<file path="config.mk">
export PLATFORM = sky130hd
export DESIGN_NAME = midi_tick_to_sample_tempo_map_unit
export DESIGN_NICKNAME = d
export VERILOG_FILES = /design/src/rtl/core/mttsm_pkg.sv /design/src/rtl/core/mttsm_serial_mul.sv /design/src/rtl/core/mttsm_serial_div.sv /design/src/rtl/core/midi_tick_to_sample_tempo_map_unit.sv
export SDC_FILE = /design/constraint.sdc
export NUM_CORES = 2
export LEC_CHECK = 0
export BUFFER_PORTS_ARGS = -buffer_cell sky130_fd_sc_hd__buf_2
export CAP_MARGIN = 30
export CORE_MARGIN = 2
export CORE_UTILIZATION = 55
export DETAILED_ROUTE_END_ITERATION = 16
export GPL_ROUTABILITY_DRIVEN = 0
export PLACE_DENSITY = 0.81
export SLEW_MARGIN = 25
export SYNTH_ARGS = -nofsm -noshare
export SYNTH_HDL_FRONTEND = slang
export SYNTH_SLANG_ARGS = --single-unit
</file>
<file path="constraint.sdc">
create_clock -name aclk -period 6.4 [get_ports aclk]
set_clock_uncertainty 0.05 [all_clocks]
set_input_delay 0.96 -clock aclk [delete_from_list [all_inputs] [get_ports aclk]]
set_output_delay 0.96 -clock aclk [all_outputs]
set_load 0.05 [all_outputs]
</file>
<file path="src/rtl/core/mttsm_pkg.sv">
// Shared types and constants for the MIDI tick to sample tempo map unit.
package mttsm_pkg;

    // Field widths
    localparam int CMD_W      = 2;
    localparam int TICK_W     = 32;
    localparam int QUS_W      = 24;
    localparam int TPQ_W      = 15;
    localparam int RATE_W     = 20;
    localparam int POS_W      = 31;
    localparam int DEN_W      = 35;
    localparam int DPROD_W    = TICK_W + QUS_W;
    localparam int SUM_W      = 65;
    localparam int S_TDATA_W  = 56;
    localparam int M_TDATA_W  = 32;
    localparam int CFG_ADDR_W = 1;
    localparam int CFG_DATA_W = 20;

    // Command codes (s_tuser)
    localparam logic [CMD_W-1:0] CMD_CHANNEL   = 2'd0;
    localparam logic [CMD_W-1:0] CMD_TEMPO     = 2'd1;
    localparam logic [CMD_W-1:0] CMD_OTHER     = 2'd2;
    localparam logic [CMD_W-1:0] CMD_NEW_TRACK = 2'd3;

    // Register indexes
    localparam logic [CFG_ADDR_W-1:0] REG_TPQ  = 1'b0;
    localparam logic [CFG_ADDR_W-1:0] REG_RATE = 1'b1;

    // Constants
    localparam logic [TPQ_W-1:0]  DEFAULT_TPQ        = 15'd480;
    localparam logic [RATE_W-1:0] DEFAULT_RATE       = 20'd44100;
    localparam logic [QUS_W-1:0]  DEFAULT_QUARTER_US = 24'd500000;
    localparam logic [RATE_W-1:0] US_PER_SECOND      = 20'd1000000;
    localparam logic [POS_W-1:0]  POS_MAX            = 31'h7FFF_FFFF;

    typedef enum logic [2:0] {
        ST_IDLE,
        ST_MUL1,
        ST_SUM,
        ST_MUL2,
        ST_DIV,
        ST_DONE
    } state_t;

endpackage

</file>
<file path="src/rtl/core/mttsm_serial_mul.sv">
// Bit-serial shift-add multiplier, multiplier bits taken MSB first.
module mttsm_serial_mul #(
    parameter int A_W = 32,
    parameter int B_W = 24
) (
    input  logic               aclk,
    input  logic               aresetn,
    input  logic               start,
    input  logic [A_W-1:0]     a,
    input  logic [B_W-1:0]     b,
    output logic               done,
    output logic [A_W+B_W-1:0] product
);

    localparam int P_W   = A_W + B_W;
    localparam int CNT_W = $clog2(B_W);

    logic             busy_reg;
    logic             done_reg;
    logic [CNT_W-1:0] cnt_reg;
    logic [A_W-1:0]   a_reg;
    logic [B_W-1:0]   b_sh_reg;
    logic [P_W-1:0]   acc_reg;
    logic [P_W-1:0]   acc_next;

    always_comb begin
        acc_next = {acc_reg[P_W-2:0], 1'b0} + (b_sh_reg[B_W-1] ? P_W'(a_reg) : '0);
    end

    always_ff @(posedge aclk) begin
        if (!aresetn) begin
            busy_reg <= 1'b0;
            done_reg <= 1'b0;
            cnt_reg  <= '0;
        end else begin
            done_reg <= 1'b0;
            if (start) begin
                busy_reg <= 1'b1;
                cnt_reg  <= '0;
            end else if (busy_reg) begin
                cnt_reg <= cnt_reg + 1'b1;
                if (cnt_reg == CNT_W'(B_W - 1)) begin
                    busy_reg <= 1'b0;
                    done_reg <= 1'b1;
                end
            end
        end
    end

    always_ff @(posedge aclk) begin
        if (start) begin
            a_reg    <= a;
            b_sh_reg <= b;
            acc_reg  <= '0;
        end else if (busy_reg) begin
            b_sh_reg <= {b_sh_reg[B_W-2:0], 1'b0};
            acc_reg  <= acc_next;
        end
    end

    assign done    = done_reg;
    assign product = acc_reg;

endmodule

</file>
<file path="src/rtl/core/mttsm_serial_div.sv">
// Restoring bit-serial divider with a short quotient and an overflow flag.
module mttsm_serial_div #(
    parameter int N_W = 84,
    parameter int D_W = 35,
    parameter int Q_W = 31
) (
    input  logic           aclk,
    input  logic           aresetn,
    input  logic           start,
    input  logic [N_W-1:0] num,
    input  logic [D_W-1:0] den,
    output logic           done,
    output logic           over,
    output logic [Q_W-1:0] quot
);

    localparam int CNT_W = $clog2(Q_W);
    localparam int HI_W  = N_W - Q_W;

    logic             busy_reg;
    logic             done_reg;
    logic [CNT_W-1:0] cnt_reg;
    logic             over_reg;
    logic [D_W-1:0]   den_reg;
    logic [D_W-1:0]   rem_reg;
    logic [Q_W-1:0]   lo_sh_reg;
    logic [Q_W-1:0]   quot_reg;

    logic [D_W:0]     trial;
    logic [D_W:0]     diff;
    logic             ge;
    logic [D_W-1:0]   rem_next;

    always_comb begin
        trial    = {rem_reg, lo_sh_reg[Q_W-1]};
        diff     = trial - {1'b0, den_reg};
        ge       = (trial >= {1'b0, den_reg});
        rem_next = ge ? diff[D_W-1:0] : trial[D_W-1:0];
    end

    always_ff @(posedge aclk) begin
        if (!aresetn) begin
            busy_reg <= 1'b0;
            done_reg <= 1'b0;
            cnt_reg  <= '0;
        end else begin
            done_reg <= 1'b0;
            if (start) begin
                busy_reg <= 1'b1;
                cnt_reg  <= '0;
            end else if (busy_reg) begin
                cnt_reg <= cnt_reg + 1'b1;
                if (cnt_reg == CNT_W'(Q_W - 1)) begin
                    busy_reg <= 1'b0;
                    done_reg <= 1'b1;
                end
            end
        end
    end

    // quotient >= 2^Q_W exactly when the high part of num reaches den;
    // otherwise the high part is below den and seeds the remainder
    always_ff @(posedge aclk) begin
        if (start) begin
            over_reg  <= (num[N_W-1:Q_W] >= HI_W'(den));
            den_reg   <= den;
            rem_reg   <= num[Q_W+D_W-1:Q_W];
            lo_sh_reg <= num[Q_W-1:0];
            quot_reg  <= '0;
        end else if (busy_reg) begin
            rem_reg   <= rem_next;
            lo_sh_reg <= {lo_sh_reg[Q_W-2:0], 1'b0};
            quot_reg  <= {quot_reg[Q_W-2:0], ge};
        end
    end

    assign done = done_reg;
    assign over = over_reg;
    assign quot = quot_reg;

endmodule

</file>
<file path="src/rtl/core/midi_tick_to_sample_tempo_map_unit.sv">
// Top level: MIDI tick to sample position converter over a running tempo map.
// A channel or tempo word gives its result word after a tick*tempo multiply, an add,
//   a time*rate multiply and a divide, with registered handoffs between the steps.
// The input is held not ready from the accept of an event word until its result is loaded into the
//   output register; other-meta and new-track words are accepted while idle and give no result.
// Reset: sync active-low aresetn restores 480 tpq, 44100 Hz, 120 BPM at tick 0 / time 0.
module midi_tick_to_sample_tempo_map_unit #(
    parameter int TIME_ACC_WIDTH = 64
) (
    input  logic                             aclk,
    input  logic                             aresetn,
    // input words
    input  logic                             s_tvalid,
    output logic                             s_tready,
    // [31:0] event_tick, [55:32] quarter_note_us
    input  logic [mttsm_pkg::S_TDATA_W-1:0]  s_tdata,
    // [1:0] command
    input  logic [mttsm_pkg::CMD_W-1:0]      s_tuser,
    // result words
    output logic                             m_tvalid,
    input  logic                             m_tready,
    // [30:0] sample_position, [31] zero
    output logic [mttsm_pkg::M_TDATA_W-1:0]  m_tdata,
    // [0] saturated
    output logic [0:0]                       m_tuser,
    // configuration write port
    input  logic                             cfg_wr_en,
    input  logic [mttsm_pkg::CFG_ADDR_W-1:0] cfg_addr,
    input  logic [mttsm_pkg::CFG_DATA_W-1:0] cfg_wdata
);

    localparam int TW = TIME_ACC_WIDTH;
    localparam int NW = TIME_ACC_WIDTH + mttsm_pkg::RATE_W;

    mttsm_pkg::state_t state_reg, state_next;

    // configuration
    logic [mttsm_pkg::TPQ_W-1:0]  tpq_reg;
    logic [mttsm_pkg::RATE_W-1:0] rate_reg;

    // tempo segment
    logic [mttsm_pkg::TICK_W-1:0] seg_tick_reg;
    logic [TW-1:0]                seg_time_reg;
    logic [mttsm_pkg::QUS_W-1:0]  seg_q_reg;

    // captured event
    logic                         tempo_reg;
    logic [mttsm_pkg::TICK_W-1:0] tick_reg;
    logic [mttsm_pkg::QUS_W-1:0]  qus_reg;
    logic [mttsm_pkg::DEN_W-1:0]  den_reg;

    // result staging and output register
    logic [mttsm_pkg::POS_W-1:0]  res_pos_reg;
    logic                         res_sat_reg;
    logic                         m_tvalid_reg;
    logic [mttsm_pkg::POS_W-1:0]  m_pos_reg;
    logic                         m_sat_reg;

    // decoded input
    logic [mttsm_pkg::TICK_W-1:0] s_tick;
    logic [mttsm_pkg::QUS_W-1:0]  s_qus;
    logic                         cmd_is_event;
    logic                         accept;

    // datapath
    logic [mttsm_pkg::TICK_W-1:0] delta;
    logic [mttsm_pkg::TPQ_W-1:0]  tpq_eff;
    logic [mttsm_pkg::DEN_W-1:0]  den_next;
    logic [mttsm_pkg::SUM_W-1:0]  sum;
    logic [TW-1:0]                t_val;
    logic [mttsm_pkg::QUS_W-1:0]  new_q;

    // unit handshakes
    logic                          mul1_start, mul1_done;
    logic [mttsm_pkg::DPROD_W-1:0] mul1_prod;
    logic                          mul2_start, mul2_done;
    logic [NW-1:0]                 mul2_prod;
    logic                          div_start, div_done, div_over;
    logic [mttsm_pkg::POS_W-1:0]   div_quot;
    logic                          out_load;

    assign s_tick = s_tdata[mttsm_pkg::TICK_W-1:0];
    assign s_qus  = s_tdata[mttsm_pkg::TICK_W+mttsm_pkg::QUS_W-1:mttsm_pkg::TICK_W];
    assign accept = s_tvalid && s_tready;

    always_comb begin
        unique case (s_tuser) inside
            mttsm_pkg::CMD_CHANNEL, mttsm_pkg::CMD_TEMPO: cmd_is_event = 1'b1;
            default:                                      cmd_is_event = 1'b0;
        endcase
    end

    // ticks before the segment start count as zero elapsed ticks
    always_comb begin
        delta    = (s_tick > seg_tick_reg) ? (s_tick - seg_tick_reg) : '0;
        tpq_eff  = (tpq_reg == '0) ? mttsm_pkg::DEFAULT_TPQ : tpq_reg;
        den_next = mttsm_pkg::DEN_W'(tpq_eff) * mttsm_pkg::DEN_W'(mttsm_pkg::US_PER_SECOND);
    end

    // elapsed time = start + delta*tempo, clamped to the accumulator max
    always_comb begin
        sum   = mttsm_pkg::SUM_W'(seg_time_reg) + mttsm_pkg::SUM_W'(mul1_prod);
        t_val = (|sum[mttsm_pkg::SUM_W-1:TW]) ? {TW{1'b1}} : sum[TW-1:0];
        new_q = (qus_reg == '0) ? mttsm_pkg::DEFAULT_QUARTER_US : qus_reg;
    end

    // FSM next state
    always_comb begin
        state_next = state_reg;
        unique case (state_reg)
            mttsm_pkg::ST_IDLE: if (accept && cmd_is_event) state_next = mttsm_pkg::ST_MUL1;
            mttsm_pkg::ST_MUL1: if (mul1_done) state_next = mttsm_pkg::ST_SUM;
            mttsm_pkg::ST_SUM:  state_next = mttsm_pkg::ST_MUL2;
            mttsm_pkg::ST_MUL2: if (mul2_done) state_next = mttsm_pkg::ST_DIV;
            mttsm_pkg::ST_DIV:  if (div_done) state_next = mttsm_pkg::ST_DONE;
            mttsm_pkg::ST_DONE: if (out_load) state_next = mttsm_pkg::ST_IDLE;
            default:            state_next = mttsm_pkg::ST_IDLE;
        endcase
    end

    // FSM outputs
    always_comb begin
        s_tready   = (state_reg == mttsm_pkg::ST_IDLE);
        mul1_start = (state_reg == mttsm_pkg::ST_IDLE) && s_tvalid && cmd_is_event;
        mul2_start = (state_reg == mttsm_pkg::ST_SUM);
        div_start  = (state_reg == mttsm_pkg::ST_MUL2) && mul2_done;
        out_load   = (state_reg == mttsm_pkg::ST_DONE) && (!m_tvalid_reg || m_tready);
    end

    // control, configuration and segment state
    always_ff @(posedge aclk) begin
        if (!aresetn) begin
            state_reg    <= mttsm_pkg::ST_IDLE;
            tpq_reg      <= mttsm_pkg::DEFAULT_TPQ;
            rate_reg     <= mttsm_pkg::DEFAULT_RATE;
            seg_tick_reg <= '0;
            seg_time_reg <= '0;
            seg_q_reg    <= mttsm_pkg::DEFAULT_QUARTER_US;
            m_tvalid_reg <= 1'b0;
        end else begin
            state_reg <= state_next;

            if (cfg_wr_en) begin
                unique case (cfg_addr)
                    mttsm_pkg::REG_TPQ:  tpq_reg  <= cfg_wdata[mttsm_pkg::TPQ_W-1:0];
                    mttsm_pkg::REG_RATE: rate_reg <= cfg_wdata;
                    default: ;
                endcase
            end

            // new track: back to 120 BPM at tick 0
            if (accept && (s_tuser == mttsm_pkg::CMD_NEW_TRACK)) begin
                seg_tick_reg <= '0;
                seg_time_reg <= '0;
                seg_q_reg    <= mttsm_pkg::DEFAULT_QUARTER_US;
            end else if ((state_reg == mttsm_pkg::ST_SUM) && tempo_reg) begin
                seg_tick_reg <= tick_reg;
                seg_time_reg <= t_val;
                seg_q_reg    <= new_q;
            end

            if (out_load) begin
                m_tvalid_reg <= 1'b1;
            end else if (m_tready) begin
                m_tvalid_reg <= 1'b0;
            end
        end
    end

    // payload
    always_ff @(posedge aclk) begin
        if (accept) begin
            tempo_reg <= (s_tuser == mttsm_pkg::CMD_TEMPO);
            tick_reg  <= s_tick;
            qus_reg   <= s_qus;
            den_reg   <= den_next;
        end
        if (div_done) begin
            res_pos_reg <= div_over ? mttsm_pkg::POS_MAX : div_quot;
            res_sat_reg <= div_over;
        end
        if (out_load) begin
            m_pos_reg <= res_pos_reg;
            m_sat_reg <= res_sat_reg;
        end
    end

    // delta ticks * tempo
    mttsm_serial_mul #(
        .A_W (mttsm_pkg::TICK_W),
        .B_W (mttsm_pkg::QUS_W)
    ) u_mul_time (
        .aclk    (aclk),
        .aresetn (aresetn),
        .start   (mul1_start),
        .a       (delta),
        .b       (seg_q_reg),
        .done    (mul1_done),
        .product (mul1_prod)
    );

    // elapsed time * sample rate
    mttsm_serial_mul #(
        .A_W (TIME_ACC_WIDTH),
        .B_W (mttsm_pkg::RATE_W)
    ) u_mul_rate (
        .aclk    (aclk),
        .aresetn (aresetn),
        .start   (mul2_start),
        .a       (t_val),
        .b       (rate_reg),
        .done    (mul2_done),
        .product (mul2_prod)
    );

    // floor(time*rate / (tpq*1e6)); over flags a quotient past POS_MAX
    mttsm_serial_div #(
        .N_W (NW),
        .D_W (mttsm_pkg::DEN_W),
        .Q_W (mttsm_pkg::POS_W)
    ) u_div (
        .aclk    (aclk),
        .aresetn (aresetn),
        .start   (div_start),
        .num     (mul2_prod),
        .den     (den_reg),
        .done    (div_done),
        .over    (div_over),
        .quot    (div_quot)
    );

    assign m_tvalid = m_tvalid_reg;
    assign m_tdata  = {1'b0, m_pos_reg};
    assign m_tuser  = m_sat_reg;

endmodule
</file>
==> results.py <==
metrics = {
    "status": {
        "status": "finished, violations left",
        "violations": "negative setup slack",
    },
    "die": {
        "start_util": 0.554,
        "fp.dieW_um": 286,
        "rows": 103,
        "core_area_sq_um": 78700,
        "fp.dieH_um": 286,
        "design.die.area_sq_um": 81600,
        "io_pins": 119,
    },
    "layout": {
        "nets": 5244,
        "fin_area_sq_um": 48000,
        "drive_gt1_frac": 0.0941,
        "largest_register_ffs": 84,
        "diodes": 0,
        "area_delta_synth_final_pct": 10.2,
    },
    "clock_tree": {
        "htreeDepth": 3,
        "cts_sinks": 737,
        "cts_tree": "done",
        "cts.reportedPaths.clkPinSlew_ps": 60,
        "root_buffer": "clkbuf_16",
        "cts_buffers": 78,
        "cts-hold-fix-buffers": 0,
        "cts_max_path_buffers": 3,
        "clk_latency_ps": 650,
    },
    "synthesis": {
        "synth_edf_count": 386,
        "synth.avg_cell_area_sq_um": 9.25,
        "ys_types": 89,
        "synthArstFlopShare": 0,
        "netlist_area_sq_um": 43600,
        "syn_inst": 4714,
        "synth_nets": 5200,
        "yosysWarnings": 0,
        "ys.flop_type": "edfxtp_1",
        "ys_seq_elements": 737,
        "synth_seq_area_share": 0.427,
    },
    "timing": {
        "drv_slew": 0,
        "min_period_over_period": 1.00,
        "slew_headroom": 0.321,
        "hold_ws_ps": 365,
        "worst_slew_pin_slew_ps": 1010,
        "rsz0062_at_grt": "yes",
        "timing.fmax_ghz": 0.156,
        "period_needed_ps": 6400,
        "worst_slack_ps": -1.35,
        "report.final.hold_viol_count": 0,
        "setup_violations": 1,
    },
    "placement": {
        "hpwl_mm": 72.2,
        "place_area_sq_um": 45200,
        "io_buffers": 117,
    },
    "global_route": {
        "gr-total-overflow": 0,
        "grt_usage": 0.243,
        "grt_pass1_vias": 33300,
        "antenna_found_initial": 0,
        "grt_pass1_wl_mm": 164,
        "grt_max_degree": 87,
    },
    "critical_path": {
        "cp_data_arrival_time_ps": 6750,
        "critPathLaunchType": "flop",
        "critPathKind": "reg -> reg",
        "endpoint_kind": "flop",
        "required_ps": 6740,
        "critPathMaxFanout": 4,
    },
    "routing": {
        "first_pass_iters": 6,
        "antenna_left": 0,
        "num_vias": 34000,
        "post-route-drc-count": 0,
        "wirelength_mm": 101,
        "first_iter_violations": 3044,
        "wire_per_inst_um": 17.1,
        "via_per_inst": 5.79,
    },
    "pwr": {
        "swShare": 0.379,
        "power.leakage_nw": 20.6,
        "seq_power_share": 0.382,
        "clkPwrFrac": 0.243,
        "internal_power_mw": 11.4,
        "peakVddDrop_mv": 0.288,
        "fin_total_pwr_mw": 18.4,
        "p_switching_mw": 6.97,
        "p_comb_frac": 0.375,
        "power.density_nw_per_um2": 383,
    },
    "min_path": {
        "hp-class": "reg -> reg",
    },
    "flow_run": {
        "maxCapViolCount": 0,
    },
}
## through the flow
stage                     setup TNS, ps  utilization  setup slack, ps  std cells
after detailed placement           -526        0.575             -177       5718
after global placement            -82.3        0.574            -48.3       5715
final                             -1.35        0.610            -1.35       5874
after CTS                             0        0.608            0.691       5868
after global routing               -644        0.610             -177       5874
after floorplan                       0            -             13.0       4714
## repair_timing
item	in CTS	in global routing
setup buffers	4	3
endpoints found under the setup margin	7	10
pin swaps	26	16
gates resized for setup	24	15
endpoints found under the hold margin	0	0
## Yosys cell counts (all sizes together) (22+ instances only)
library cell | instances | area, sq um
nand3 | 68 | 340
ha | 349 | 4370
clkbuf | 205 | 769
or2 | 56 | 350
a21boi | 34 | 255
dfxtp | 351 | 7030
and2 | 110 | 688
nor2 | 366 | 1370
edfxtp | 386 | 11600
a31oi | 41 | 272
xnor2 | 166 | 1450
a21oi | 364 | 1840
a211oi | 28 | 210
nor3 | 80 | 415
inv | 262 | 983
nor4 | 35 | 219
fa | 53 | 1060
nand2b | 35 | 219
and3 | 41 | 257
buf | 30 | 140
xor2 | 100 | 876
o21bai | 46 | 345
nor2b | 40 | 250
o21ai | 204 | 1020
a21o | 154 | 1160
mux2i | 115 | 1150
nand2 | 699 | 2620
o21a | 22 | 166
nand4 | 71 | 444
## worst paths after layout
kind | from | to | slack (ps) | cells past startpoint
setup / recovery | tpq_reg[5] | den_reg[27] | -1 | 22
hold / removal | res_pos_reg[22] | m_pos_reg[22] | 360 | 0
setup reg to reg | tpq_reg[5] | den_reg[27] | -1 | 22
hold reg to reg | res_pos_reg[22] | m_pos_reg[22] | 360 | 0
## power groups by stage
stage / Sequential [mW] / Clock [mW] / Combinational [mW]
floorplan: 6.72 / 0 / 5.21
global placement: 7.07 / 0 / 6.43
detailed placement: 7.10 / 0 / 6.64
CTS: 7.01 / 4.55 / 6.74
global route: 7.12 / 4.73 / 7.69
finish: 7.03 / 4.47 / 6.89
## worst max-delay path, stage by stage, from the launching register on
cell and delay, ps:
dfxtp_2 320, or4_4 530, or4_4 480, nand2_4 100
inv_4 40, fa_1 520, fa_2 470, fa_2 560
fa_2 460, ha_4 280, inv_2 30, fa_1 490
inv_2 50, ha_4 270, and3_4 210, a21boi_4 200
a41oi_2 90, a311oi_4 400, buf_4 190, a41o_1 190
o21ai_1 70, nand2b_1 90, xor2_1 60
## layout by cell type, fill, tap and decap left out, drive strengths merged, types with 8 or more instances in the layout
cell | netlist | layout
a211oi | 28 | 28
a21boi | 34 | 34
a21o | 154 | 154
a21oi | 364 | 364
a221o | 8 | 8
a311oi | 21 | 21
a31oi | 41 | 41
a41oi | 8 | 8
and2 | 110 | 110
and3 | 41 | 41
buf | 30 | 199
clkbuf | 205 | 103
clkinv | 1 | 32
dfxtp | 351 | 351
edfxtp | 386 | 386
fa | 53 | 53
ha | 349 | 349
inv | 262 | 267
mux2i | 115 | 115
nand2 | 699 | 699
nand2b | 35 | 35
nand3 | 68 | 68
nand4 | 71 | 71
nor2 | 366 | 366
nor2b | 40 | 40
nor3 | 80 | 80
nor3b | 17 | 17
nor4 | 35 | 35
o211ai | 17 | 17
o21a | 22 | 22
o21ai | 204 | 204
o21bai | 46 | 46
o22ai | 13 | 13
o31ai | 18 | 18
or2 | 56 | 56
or3 | 9 | 9
xnor2 | 166 | 166
xor2 | 100 | 100
## layer usage
| layer | GRT usage | vias up | wire (um) |
|---|---|---|---|
| met3 | 0.0289 | 246 | 5120 |
| met4 | 0.108 | 0 | 4300 |
| met5 | 0 | - | 0 |
| met1 | 0.302 | 16100 | 42400 |
| li1 | - | 16600 | - |
| met2 | 0.423 | 1044 | 48800 |
## layout make-up
| type | instances | area [sq um] |
|---|---|---|
| fill | 6358 | 30700 |
| multi-input combinational | 3479 | 23300 |
| sequential | 737 | 18600 |
| clock buffer | 103 | 2100 |
| tap | 1050 | 1310 |
| timing repair buffer | 199 | 1270 |
| inverter | 263 | 995 |
| clock inverter | 43 | 442 |
## kinds of logic after synthesis
logic type      synth area share
other cells            0.0000860
xor+xnor                  0.0534
buf+inv                   0.0435
fa+ha+maj                  0.124
compound gates             0.150
flops                      0.427
mux                       0.0272
simple gates               0.174
Power figures use the tool's default switching activity.
